### config.mk
export PLATFORM = sky130hd
export DESIGN_NAME = ps2_keyboard_receive_decode
export DESIGN_NICKNAME = d
export VERILOG_FILES = /design/src/design/ps2kb_pkg.sv /design/src/design/ps2kb_frame_rx.sv /design/src/design/ps2kb_queue.sv /design/src/design/ps2kb_decode.sv /design/src/design/ps2_keyboard_receive_decode.sv
export SDC_FILE = /design/constraint.sdc
export NUM_CORES = 1
export LEC_CHECK = 0
export BUFFER_PORTS_ARGS = -buffer_cell sky130_fd_sc_hd__buf_2
export CAP_MARGIN = 10
export CELL_PAD_IN_SITES_DETAIL_PLACEMENT = 1
export CELL_PAD_IN_SITES_GLOBAL_PLACEMENT = 2
export CORE_ASPECT_RATIO = 0.5
export CORE_MARGIN = 5
export CORE_UTILIZATION = 36
export DETAILED_ROUTE_END_ITERATION = 12
export GPL_ROUTABILITY_DRIVEN = 0
export PLACE_DENSITY_LB_ADDON = 0.12
export REMOVE_ABC_BUFFERS = 1
export SETUP_SLACK_MARGIN = 0.5
export SLEW_MARGIN = 20
export SYNTH_ARGS = -nofsm -noshare
export SYNTH_HDL_FRONTEND = slang
export SYNTH_HIERARCHICAL = 1
export SYNTH_SLANG_ARGS = --single-unit
### constraint.sdc
create_clock -name aclk -period 3.2 [get_ports aclk]
set_clock_uncertainty 0.15 [all_clocks]
set_input_delay 0.16 -clock aclk [delete_from_list [all_inputs] [get_ports aclk]]
set_output_delay 0.16 -clock aclk [all_outputs]
set_load 0.005 [all_outputs]
### src/design/ps2kb_pkg.sv
// ----------------------------------------------------------------------------
// ps2kb_pkg
// Shared types and constants of the PS/2 keyboard receiver and decoder.
// ----------------------------------------------------------------------------
package ps2kb_pkg;

    localparam int FRAME_BITS  = 11;
    localparam int CNT_W       = $clog2(FRAME_BITS);
    localparam int SHIFT_W     = FRAME_BITS - 1;
    localparam int QUEUE_DEPTH = 2;
    localparam int QPTR_W      = $clog2(QUEUE_DEPTH);
    localparam int QCNT_W      = $clog2(QUEUE_DEPTH + 1);
    localparam int PADDR_W     = 3;

    localparam logic [7:0] CODE_BREAK    = 8'hF0;
    localparam logic [7:0] CODE_EXTENDED = 8'hE0;
    localparam logic [7:0] KEY_ZERO_RST  = 8'h70;
    localparam logic [7:0] KEY_ONE_RST   = 8'h69;

    localparam logic [1:0] ST_PROGRESS = 2'd0;
    localparam logic [1:0] ST_ACCEPTED = 2'd1;
    localparam logic [1:0] ST_DROPPED  = 2'd2;
    localparam logic [1:0] ST_REJECTED = 2'd3;

    localparam logic REG_KEY_ZERO = 1'b0;
    localparam logic REG_KEY_ONE  = 1'b1;

    typedef struct packed {
        logic [1:0] status;
        logic [7:0] data;
    } frame_entry_t;

    typedef struct packed {
        logic [7:0] key_zero;
        logic [7:0] key_one;
    } key_cfg_t;

endpackage

### src/design/ps2kb_frame_rx.sv
// ----------------------------------------------------------------------------
// ps2kb_frame_rx
// Assembles keyboard clock edges into frames and classifies each edge.
// ----------------------------------------------------------------------------
module ps2kb_frame_rx import ps2kb_pkg::*; (
    input  logic         aclk,
    input  logic         aresetn,
    input  logic         edge_valid,
    input  logic         data_bit,
    output frame_entry_t entry
);

    localparam logic [CNT_W-1:0] CNT_LAST = CNT_W'(FRAME_BITS - 1);

    logic [CNT_W-1:0]   bit_cnt_reg, bit_cnt_next;
    logic [SHIFT_W-1:0] shift_reg, shift_next;

    always_comb begin
        bit_cnt_next = bit_cnt_reg;
        shift_next   = shift_reg;
        entry.status = ST_PROGRESS;
        entry.data   = '0;
        if (bit_cnt_reg == '0 && data_bit) begin
            entry.status = ST_REJECTED;
        end else if (bit_cnt_reg == CNT_LAST) begin
            bit_cnt_next = '0;
            shift_next   = '0;
            if (!shift_reg[0] && data_bit) begin
                entry.status = ST_ACCEPTED;
                entry.data   = shift_reg[8:1];
            end else begin
                entry.status = ST_DROPPED;
            end
        end else begin
            bit_cnt_next = bit_cnt_reg + 1'b1;
            shift_next   = {data_bit, shift_reg[SHIFT_W-1:1]};
        end
    end

    always_ff @(posedge aclk) begin
        if (!aresetn) begin
            bit_cnt_reg <= '0;
            shift_reg   <= '0;
        end else if (edge_valid) begin
            bit_cnt_reg <= bit_cnt_next;
            shift_reg   <= shift_next;
        end
    end

endmodule

### src/design/ps2kb_queue.sv
// ----------------------------------------------------------------------------
// ps2kb_queue
// Short queue of classified edges between the frame receiver and decoder.
// ----------------------------------------------------------------------------
module ps2kb_queue import ps2kb_pkg::*; (
    input  logic         aclk,
    input  logic         aresetn,
    input  logic         push,
    input  frame_entry_t push_entry,
    output logic         full,
    input  logic         pop,
    output logic         not_empty,
    output frame_entry_t pop_entry
);

    frame_entry_t      slot_reg [QUEUE_DEPTH];
    logic [QPTR_W-1:0] wr_ptr_reg, wr_ptr_next;
    logic [QPTR_W-1:0] rd_ptr_reg, rd_ptr_next;
    logic [QCNT_W-1:0] count_reg, count_next;

    function automatic logic [QPTR_W-1:0] ptr_inc(input logic [QPTR_W-1:0] p);
        if (p == QPTR_W'(QUEUE_DEPTH - 1)) begin
            return '0;
        end
        return p + 1'b1;
    endfunction

    assign full      = (count_reg == QCNT_W'(QUEUE_DEPTH));
    assign not_empty = (count_reg != '0);
    assign pop_entry = slot_reg[rd_ptr_reg];

    always_comb begin
        wr_ptr_next = push ? ptr_inc(wr_ptr_reg) : wr_ptr_reg;
        rd_ptr_next = pop  ? ptr_inc(rd_ptr_reg) : rd_ptr_reg;
        count_next  = count_reg;
        if (push && !pop) begin
            count_next = count_reg + 1'b1;
        end else if (pop && !push) begin
            count_next = count_reg - 1'b1;
        end
    end

    always_ff @(posedge aclk) begin
        if (push) begin
            slot_reg[wr_ptr_reg] <= push_entry;
        end
    end

    always_ff @(posedge aclk) begin
        if (!aresetn) begin
            wr_ptr_reg <= '0;
            rd_ptr_reg <= '0;
            count_reg  <= '0;
        end else begin
            wr_ptr_reg <= wr_ptr_next;
            rd_ptr_reg <= rd_ptr_next;
            count_reg  <= count_next;
        end
    end

endmodule

### src/design/ps2kb_decode.sv
// ----------------------------------------------------------------------------
// ps2kb_decode
// Decodes accepted bytes into prefix flags and indicator states and holds
// the result transaction in an output register.
// ----------------------------------------------------------------------------
module ps2kb_decode import ps2kb_pkg::*; (
    input  logic         aclk,
    input  logic         aresetn,
    input  key_cfg_t     key_cfg,
    input  logic         entry_valid,
    input  frame_entry_t entry,
    output logic         entry_pop,
    output logic         m_valid,
    input  logic         m_ready,
    output logic [1:0]   m_frame_status,
    output logic [7:0]   m_received_byte,
    output logic         m_indicator_zero,
    output logic         m_indicator_one,
    output logic         m_break_flag_out,
    output logic         m_extended_flag_out
);

    logic       brk_reg, brk_next;
    logic       ext_reg, ext_next;
    logic       led0_reg, led0_next;
    logic       led1_reg, led1_next;
    logic       out_valid_reg;
    logic [1:0] status_reg;
    logic [7:0] byte_reg;

    assign entry_pop = entry_valid && (!out_valid_reg || m_ready);

    always_comb begin
        brk_next  = brk_reg;
        ext_next  = ext_reg;
        led0_next = led0_reg;
        led1_next = led1_reg;
        if (entry.status == ST_ACCEPTED) begin
            priority if (entry.data == CODE_EXTENDED) begin
                ext_next = 1'b1;
            end else if (entry.data == CODE_BREAK) begin
                brk_next = 1'b1;
            end else if (entry.data == key_cfg.key_zero) begin
                led0_next = !brk_reg;
                brk_next  = 1'b0;
                ext_next  = 1'b0;
            end else if (entry.data == key_cfg.key_one) begin
                led1_next = !brk_reg;
                brk_next  = 1'b0;
                ext_next  = 1'b0;
            end else begin
                brk_next = brk_reg;
            end
        end
    end

    always_ff @(posedge aclk) begin
        if (!aresetn) begin
            brk_reg       <= 1'b0;
            ext_reg       <= 1'b0;
            led0_reg      <= 1'b0;
            led1_reg      <= 1'b0;
            out_valid_reg <= 1'b0;
        end else begin
            if (entry_pop) begin
                brk_reg  <= brk_next;
                ext_reg  <= ext_next;
                led0_reg <= led0_next;
                led1_reg <= led1_next;
            end
            if (entry_pop) begin
                out_valid_reg <= 1'b1;
            end else if (m_ready) begin
                out_valid_reg <= 1'b0;
            end
        end
    end

    always_ff @(posedge aclk) begin
        if (entry_pop) begin
            status_reg <= entry.status;
            byte_reg   <= entry.data;
        end
    end

    assign m_valid             = out_valid_reg;
    assign m_frame_status      = status_reg;
    assign m_received_byte     = byte_reg;
    assign m_indicator_zero    = led0_reg;
    assign m_indicator_one     = led1_reg;
    assign m_break_flag_out    = brk_reg;
    assign m_extended_flag_out = ext_reg;

endmodule

### src/design/ps2_keyboard_receive_decode.sv
// m_valid rises once an accepted edge transaction has passed the queue write and then the
// decode register; a result-side stall can hold it in the queue before the decode register.
// Throughput: one edge per cycle, sustained while the result side takes one per cycle.
// The two-entry queue between frame receiver and decoder absorbs result-side stalls.
// Reset: aresetn low clears the frame counter, flags, indicators and queue and
// restores the key code registers to 0x70 and 0x69; no clearing pass follows.
// ----------------------------------------------------------------------------
// ps2_keyboard_receive_decode
// PS/2 keyboard frame receiver with scan code set 2 key decoding.
// ----------------------------------------------------------------------------
module ps2_keyboard_receive_decode import ps2kb_pkg::*; (
    input  logic               aclk,
    input  logic               aresetn,
    input  logic               s_valid,
    output logic               s_ready,
    input  logic               s_data_bit,
    output logic               m_valid,
    input  logic               m_ready,
    output logic [1:0]         m_frame_status,
    output logic [7:0]         m_received_byte,
    output logic               m_indicator_zero,
    output logic               m_indicator_one,
    output logic               m_break_flag_out,
    output logic               m_extended_flag_out,
    input  logic               psel,
    input  logic               penable,
    input  logic               pwrite,
    input  logic [PADDR_W-1:0] paddr,
    input  logic [31:0]        pwdata,
    output logic [31:0]        prdata,
    output logic               pready
);

    key_cfg_t     key_cfg_reg;
    frame_entry_t rx_entry;
    frame_entry_t q_entry;
    logic         q_full;
    logic         q_not_empty;
    logic         q_pop;
    logic         in_push;
    logic         cfg_wr;

    assign pready  = 1'b1;
    assign cfg_wr  = psel && penable && pwrite && pready;
    assign prdata  = (paddr[2] == REG_KEY_ONE) ? {24'd0, key_cfg_reg.key_one}
                                               : {24'd0, key_cfg_reg.key_zero};
    assign s_ready = !q_full;
    assign in_push = s_valid && s_ready;

    always_ff @(posedge aclk) begin
        if (!aresetn) begin
            key_cfg_reg.key_zero <= KEY_ZERO_RST;
            key_cfg_reg.key_one  <= KEY_ONE_RST;
        end else if (cfg_wr) begin
            if (paddr[2] == REG_KEY_ZERO) begin
                key_cfg_reg.key_zero <= pwdata[7:0];
            end else begin
                key_cfg_reg.key_one <= pwdata[7:0];
            end
        end
    end

    ps2kb_frame_rx u_frame_rx (
        .aclk       (aclk),
        .aresetn    (aresetn),
        .edge_valid (in_push),
        .data_bit   (s_data_bit),
        .entry      (rx_entry)
    );

    ps2kb_queue u_queue (
        .aclk       (aclk),
        .aresetn    (aresetn),
        .push       (in_push),
        .push_entry (rx_entry),
        .full       (q_full),
        .pop        (q_pop),
        .not_empty  (q_not_empty),
        .pop_entry  (q_entry)
    );

    ps2kb_decode u_decode (
        .aclk                (aclk),
        .aresetn             (aresetn),
        .key_cfg             (key_cfg_reg),
        .entry_valid         (q_not_empty),
        .entry               (q_entry),
        .entry_pop           (q_pop),
        .m_valid             (m_valid),
        .m_ready             (m_ready),
        .m_frame_status      (m_frame_status),
        .m_received_byte     (m_received_byte),
        .m_indicator_zero    (m_indicator_zero),
        .m_indicator_one     (m_indicator_one),
        .m_break_flag_out    (m_break_flag_out),
        .m_extended_flag_out (m_extended_flag_out)
    );

`ifndef SYNTH
    a_byte_only_when_accepted: assert property (@(posedge aclk) disable iff (!aresetn)
        m_valid && (m_frame_status != ST_ACCEPTED) |-> (m_received_byte == 8'd0))
        else $error("received byte nonzero outside an accepted frame");

    a_break_prefix_sets_flag: assert property (@(posedge aclk) disable iff (!aresetn)
        m_valid && (m_frame_status == ST_ACCEPTED) && (m_received_byte == CODE_BREAK)
        |-> m_break_flag_out)
        else $error("break prefix did not set the break flag");

    a_ext_prefix_sets_flag: assert property (@(posedge aclk) disable iff (!aresetn)
        m_valid && (m_frame_status == ST_ACCEPTED) && (m_received_byte == CODE_EXTENDED)
        |-> m_extended_flag_out)
        else $error("extended prefix did not set the extended flag");

    a_no_push_when_full: assert property (@(posedge aclk) disable iff (!aresetn)
        q_full |-> !in_push)
        else $error("edge accepted while the queue is full");
`endif

endmodule
==> flow_metrics.tcl, run 1 <==
set metrics [dict create \
    status "completed" \
    final-setup-viol-count 0 \
    hold_viol 0 \
    grt_pass1_vias 2587 \
    gr-usage-met1_pct 16.2 \
    ys_seq_area_share_pct 48.3 \
    drtIter0Drc 72 \
    ant_nets 0 \
    wl_per_cell_um 15.7 \
    start_util_pct 37.1 \
    ir_drop_mv 0.323 \
    antenna-diode-count 0 \
    swShare_pct 27.7 \
    firstDrtPassIters 4 \
    hold_ws_ns 0.0291 \
    leakage_nw 1.59 \
    grtUsageMet3_pct 4.31 \
    r2r_slack_ns 0.78 \
    min_from "m_ready" \
    endpoint_kind "flop" \
    reg2reg_to "u_decode/m_indicator_zero" \
    drc 0 \
    cts_buffers 9 \
    postCtsResizedCells 0 \
    avgSynthCellArea_um2 11.0 \
    postCtsSetupRepairBufs 0 \
    synthArstFlopShare_pct 0 \
    tightest_slew_ns 0.858 \
    slew_headroom_pct 42.8 \
    reg2regPathDepth 6 \
    synth_area_mm2 0.00352 \
    die_height_um 80.0 \
    rsz0062_at_grt "false" \
    layout_min_cycle_time_ns 2.42 \
    period_share_pct 75.7 \
    cts_root_buffer "clkbuf_16" \
    synth-edff-count 30 \
    setup_tns_ns 0 \
    num_rows 25 \
    via_per_inst 4.77 \
    top_usage_layer "met2" \
    place_area_mm2 0.00371 \
    cp_max_fo 10 \
    intPower_mw 1.94 \
    die_area_mm2 0.0120 \
    synth_ff_type "dfxtp_1" \
    largest_reg_flops 20 \
    p_sw_mw 0.742 \
    power.share.combinational_pct 21.1 \
    hpwl_mm 5.65 \
    cts-hold-fix-buffers 8 \
    coreArea_mm2 0.00951 \
    power_density_mw_per_mm2 657 \
    clock-sinks 70 \
    slew_viol_final 0 \
    clk_latency_ns 0.33 \
    cts_buffer_depth 2 \
    arrival_ns 2.53 \
    grt_max_degree 54 \
    cts-htree-levels 3 \
    instances_no_fill 505 \
    hold-path-endpoint "u_decode/m_valid" \
    yosysUniqueCellTypes 48 \
    design_area_mm2 0.00408 \
    dp_cells 481 \
    grt_use_met2_pct 24.7 \
    grt.overflow.total 0 \
    cts_tree "built" \
    yosys_warnings 6 \
    critical_path_class "reg2reg" \
    cap_viol_max_count 0 \
    p_clk_share_pct 35.5 \
    io_pins 92 \
    portBuffers 40 \
    start_kind "flop" \
    grtUsageTotal_pct 13.8 \
    cp.required_ns 3.30 \
    holdPathStages 3 \
    clkTransAtPathRegs_ns 0.06 \
    nets 409 \
    die_w_um 150 \
    antenna_found_initial 0 \
    area.growth.synth_to_final_pct 15.7 \
    wl_mm 7.91 \
    drive_gt1_share_pct 22.2 \
    num_vias 2410 \
    hp-class "in2reg" \
    grt_first_pass_wirelength_mm 12.8 \
    pwr-share-seq_pct 43.4 \
    fmax_mhz 413 \
    synth-seq-cells 70 \
    synthCells 321 \
]
kinds of logic (layout without fill, tap and decap cells):
family / Yosys count / count (layout) / synth area share (%)
AO/OA/AOI/OAI: 48 / 48 / 9.09
multiplexers: 36 / 36 / 10.9
buffers and inverters: 44 / 70 / 8.49
flip-flops: 70 / 70 / 48.3
adder cells (fa/ha/maj): 1 / 1 / 0.355
AND/OR/NAND/NOR: 100 / 100 / 17.7
other: 2 / 25 / 0.213
XOR/XNOR: 20 / 20 / 4.97
synth_stat cells (all sizes together), types with 5 or more instances:
library cell / instances / area share (%)
a21boi: 13 / 2.8
a22oi: 9 / 1.9
a31oi: 9 / 1.6
and2: 14 / 2.5
buf: 36 / 7.6
dfxtp: 40 / 23
edfxtp: 30 / 26
mux2: 18 / 5.8
mux2i: 18 / 5.1
nand2: 23 / 2.5
nor2b: 28 / 5.0
nor4: 5 / 1.1
o21ai: 8 / 1.1
xor2: 18 / 4.5
worst max-delay path by stage:
stage | start | endpoint | slack [ns] | depth (start not counted)
2_1_floorplan | u_queue/count_reg[0] | u_queue/slot_reg[0][0] | 0.40 | 3
3_3_place_gp | flop | u_decode/m_indicator_zero | 0.82 | 6
3_5_place_dp | flop | u_decode/m_indicator_zero | 0.78 | 6
4_1_cts | flop | u_decode/m_indicator_zero | 0.74 | 6
5_1_grt | u_queue/count_reg[0] | u_queue/count_reg[1] | 0.59 | 5
6_report | flop | u_decode/m_indicator_zero | 0.78 | 6
power by group through the flow:
stage                     sequential [mW]  clock, mW  combinational, mW
final                                1.16      0.951              0.564
after global routing                 1.18       1.03              0.627
after CTS                            1.17      0.983              0.576
after detailed placement             1.19          0              0.564
after global placement               1.17          0              0.536
after floorplan                      1.18          0              0.344
worst max-delay path, cell delays in order (launching register included):
cell,delay (ns)
dfxtp_1,0.60
mux2_2,0.46
xor2_1,0.16
nor4_1,0.35
nand2_1,0.16
or3_1,0.33
a21boi_1,0.14
cell type report:
type	count	area, um^2
clock buffers	11	233
clock inverters	5	50.0
fillers	1091	5430
inverters	4	15.0
multi-input cells	230	1610
flip-flops and latches	70	1700
well taps	135	169
repair buffers	50	295
layer usage:
layer | vias to the layer above | part of all wire [%]
met2 | 57 | 49
met1 | 1183 | 46
met5 | - | 0
met4 | 0 | 0.54
met3 | 5 | 4.4
li1 | 1165 | -
cell usage in the layout (no fill, tap or decap), drive strengths merged, types with 8 or more instances in the layout:
cell type and n:
xor2 18, a22oi 9, dfxtp 40, nand2 23, mux2 18, nor2b 28
o21ai 8, clkbuf 11, and2 14, buf 42, a21boi 13, dlygate4sd3 8
edfxtp 30, a31oi 9, mux2i 18, conb 25
per-stage QoR:
step / total power [mW] / utilization (%) / worst slack (ns)
global route: 2.83 / 42.9 / 0.594
global placement: 1.71 / 39.0 / 0.816
detailed placement: 1.75 / 39.0 / 0.785
floorplan: 1.52 / - / 0.398
CTS: 2.73 / 42.9 / 0.738
finish: 2.68 / 42.9 / 0.776
Power figures use the tool's default switching activity.
==> run 2, diff against run 1 <==
- CORE_UTILIZATION: 36 -> 33
- clock period: 3.2 -> 2.4 ns (I/O delays scaled with it)
==> run 2 against run 1 <==
Against the previous run:
- sequential share of layout area fell by 1.5 points
- maximum frequency grew 17%
- global-route usage fell by 1.3 points
- wire length up 0.33%
- register-to-register slack worse by 0.45 ns
- worst setup slack lost 0.45 ns
- hold slack worse by 0.0055 ns
- cell count grew 2.6%
- combinational power increased by 51%
- non-clock buffer count is 8 higher
- via count decreased by 0.83%
==> flow_metrics.tcl, run 2 (synthesized netlist as in run 1, its figures left out) <==
set metrics [dict create \
    nets 417 \
    reg2regPathDepth 7 \
    wl_mm 7.94 \
    drc 0 \
    hold_viol 0 \
    die_area_mm2 0.0130 \
    grtUsageMet3_pct 4.31 \
    cts_buffer_depth 2 \
    cts-htree-levels 3 \
    final_cell_mix "40 x buf_2, 38 x dfxtp_1, 30 x edfxtp_1" \
    crit_chain "buf_6 > mux2_4 > xor2_1 > nor4_2 > nand2_1 > or3_1 > a21boi_2" \
    hp-class "in2reg" \
    hpwl_mm 5.70 \
    grtUsageTotal_pct 12.5 \
    top_usage_layer "met2" \
    cap_viol_max_count 0 \
    clock-sinks 70 \
    num_rows 26 \
    final-setup-viol-count 0 \
    portBuffers 40 \
    power_density_mw_per_mm2 872 \
    crit_slowest_cell "dfxtp_4" \
    largest_reg_flops 20 \
    clk_latency_ns 0.33 \
    critical_path_class "reg2reg" \
    ant_nets 0 \
    holdPathStages 3 \
    endpoint_kind "flop" \
    ir_drop_mv 0.323 \
    die_height_um 83.1 \
    die_w_um 156 \
    fmax_mhz 482 \
    slew_viol_final 0 \
    antenna_found_initial 0 \
    grt.overflow.total 0 \
    design_area_mm2 0.00424 \
    reg2reg_to "u_decode/m_indicator_zero" \
    drtIter0Drc 57 \
    place_ws_ns 0.0673 \
    final_common_cell "buf_2" \
    p_total_mw 3.70 \
    status "completed" \
    cts_root_buffer "clkbuf_16" \
    slew_headroom_pct 63.8 \
    tightest_slew_ns 0.543 \
    postCtsSetupRepairBufs 0 \
    grt_use_met2_pct 20.3 \
    max_stage_delay_ns 0.42 \
    area.growth.synth_to_final_pct 20.4 \
    coreArea_mm2 0.0103 \
    io_pins 92 \
    min_from "penable" \
    setup_slack_ns 0.324 \
    cp_max_fo 7 \
    start_util_pct 34.2 \
    critical-path-top-delay-family "simple AND/OR/NAND/NOR gates" \
    arrival_ns 2.19 \
    cp.required_ns 2.52 \
    drive_gt1_share_pct 25.9 \
    cts_buffers 9 \
    grt_pass1_vias 2509 \
    num_vias 2390 \
    layout_min_cycle_time_ns 2.08 \
    place_area_mm2 0.00376 \
    hold-path-endpoint "key_cfg_reg[13]" \
    critPathBufInv 1 \
    via_per_inst 4.61 \
    clkTransAtPathRegs_ns 0.05 \
    period_share_pct 86.5 \
    setup_tns_ns 0 \
    gr-usage-met1_pct 15.7 \
    wl_per_cell_um 15.3 \
    antenna-diode-count 0 \
    rsz0062_at_grt "true" \
    cts_tree "built" \
    firstDrtPassIters 4 \
    grt_first_pass_wirelength_mm 12.8 \
    start_kind "flop" \
    grt_max_degree 32 \
    leakage_nw 1.68 \
    r2r_slack_ns 0.32 \
]
-- run 2: cell count changes in the layout (fill, tap and decap cells not counted), moves of 2 or more --
cell           delta
buf_6             +2
clkinv_2          +2
dfxtp_1           -2
buf_4             +3
mux2_2            -7
nor4_1            -4
nor4_2            +4
mux2_4            +7
dlygate4sd3_1     +3
-- run 2: cell type report --
class	instances	area [um^2]
Clock buffer	11	243
Clock inverter	5	48.8
Fill cell	1137	6070
Inverter	4	15.0
Multi-Input combinational cell	230	1680
Sequential cell	70	1710
Tap cell	140	175
Timing Repair Buffer	58	370
-- run 2: how the worst max path moves through the flow --
stage	end	slack [ns]	cells past startpoint	start
2_1_floorplan	u_queue/slot_reg[0][0]	-0.40	3	u_queue/count_reg[0]
3_3_place_gp	u_decode/m_indicator_zero	0.11	6	flop
3_5_place_dp	u_decode/m_indicator_zero	0.07	6	flop
4_1_cts	u_decode/m_indicator_zero	0.30	6	flop
5_1_grt	u_decode/m_indicator_zero	0.23	7	flop
6_report	u_decode/m_indicator_zero	0.32	7	flop
-- run 2: report_power, final --
part	internal, mW	switching [mW]
sequential	1.47	0.0867
clock	0.823	0.475
combinational	0.396	0.452
total	2.69	1.01
-- run 2: repair_timing --
item | CTS | global route
cloned | 0 | 0
pin swaps | 4 | 2
hold buffers | 11 | 0
hold endpoints to repair | 17 | 0
gates resized for setup | 14 | 7
endpoints found under the setup margin | 15 | 22
-- run 2: metal layers --
| layer | wire length (um) | up-vias |
|---|---|---|
| met4 | 105 | 0 |
| li1 | - | 1181 |
| met1 | 3710 | 1143 |
| met5 | 0 | - |
| met3 | 439 | 9 |
| met2 | 3680 | 57 |
-- run 2: worst min-delay path: cells and delay by family --
kind                   cells  cell delay [ns]
muxes                      1             0.07
buffers and inverters      1             0.13
and+or+nand+nor            1             0.12
-- run 2: per-stage QoR --
step / std cells / hold slack (ns) / utilization, %
3_5_place_dp: 491 / 0.250 / 36.4
6_report: 518 / 0.0236 / 41.1
5_1_grt: 518 / 0.0193 / 41.1
4_1_cts: 518 / 0.00347 / 40.9
2_1_floorplan: 304 / 0.0875 / -
3_3_place_gp: 491 / 0.232 / 36.4
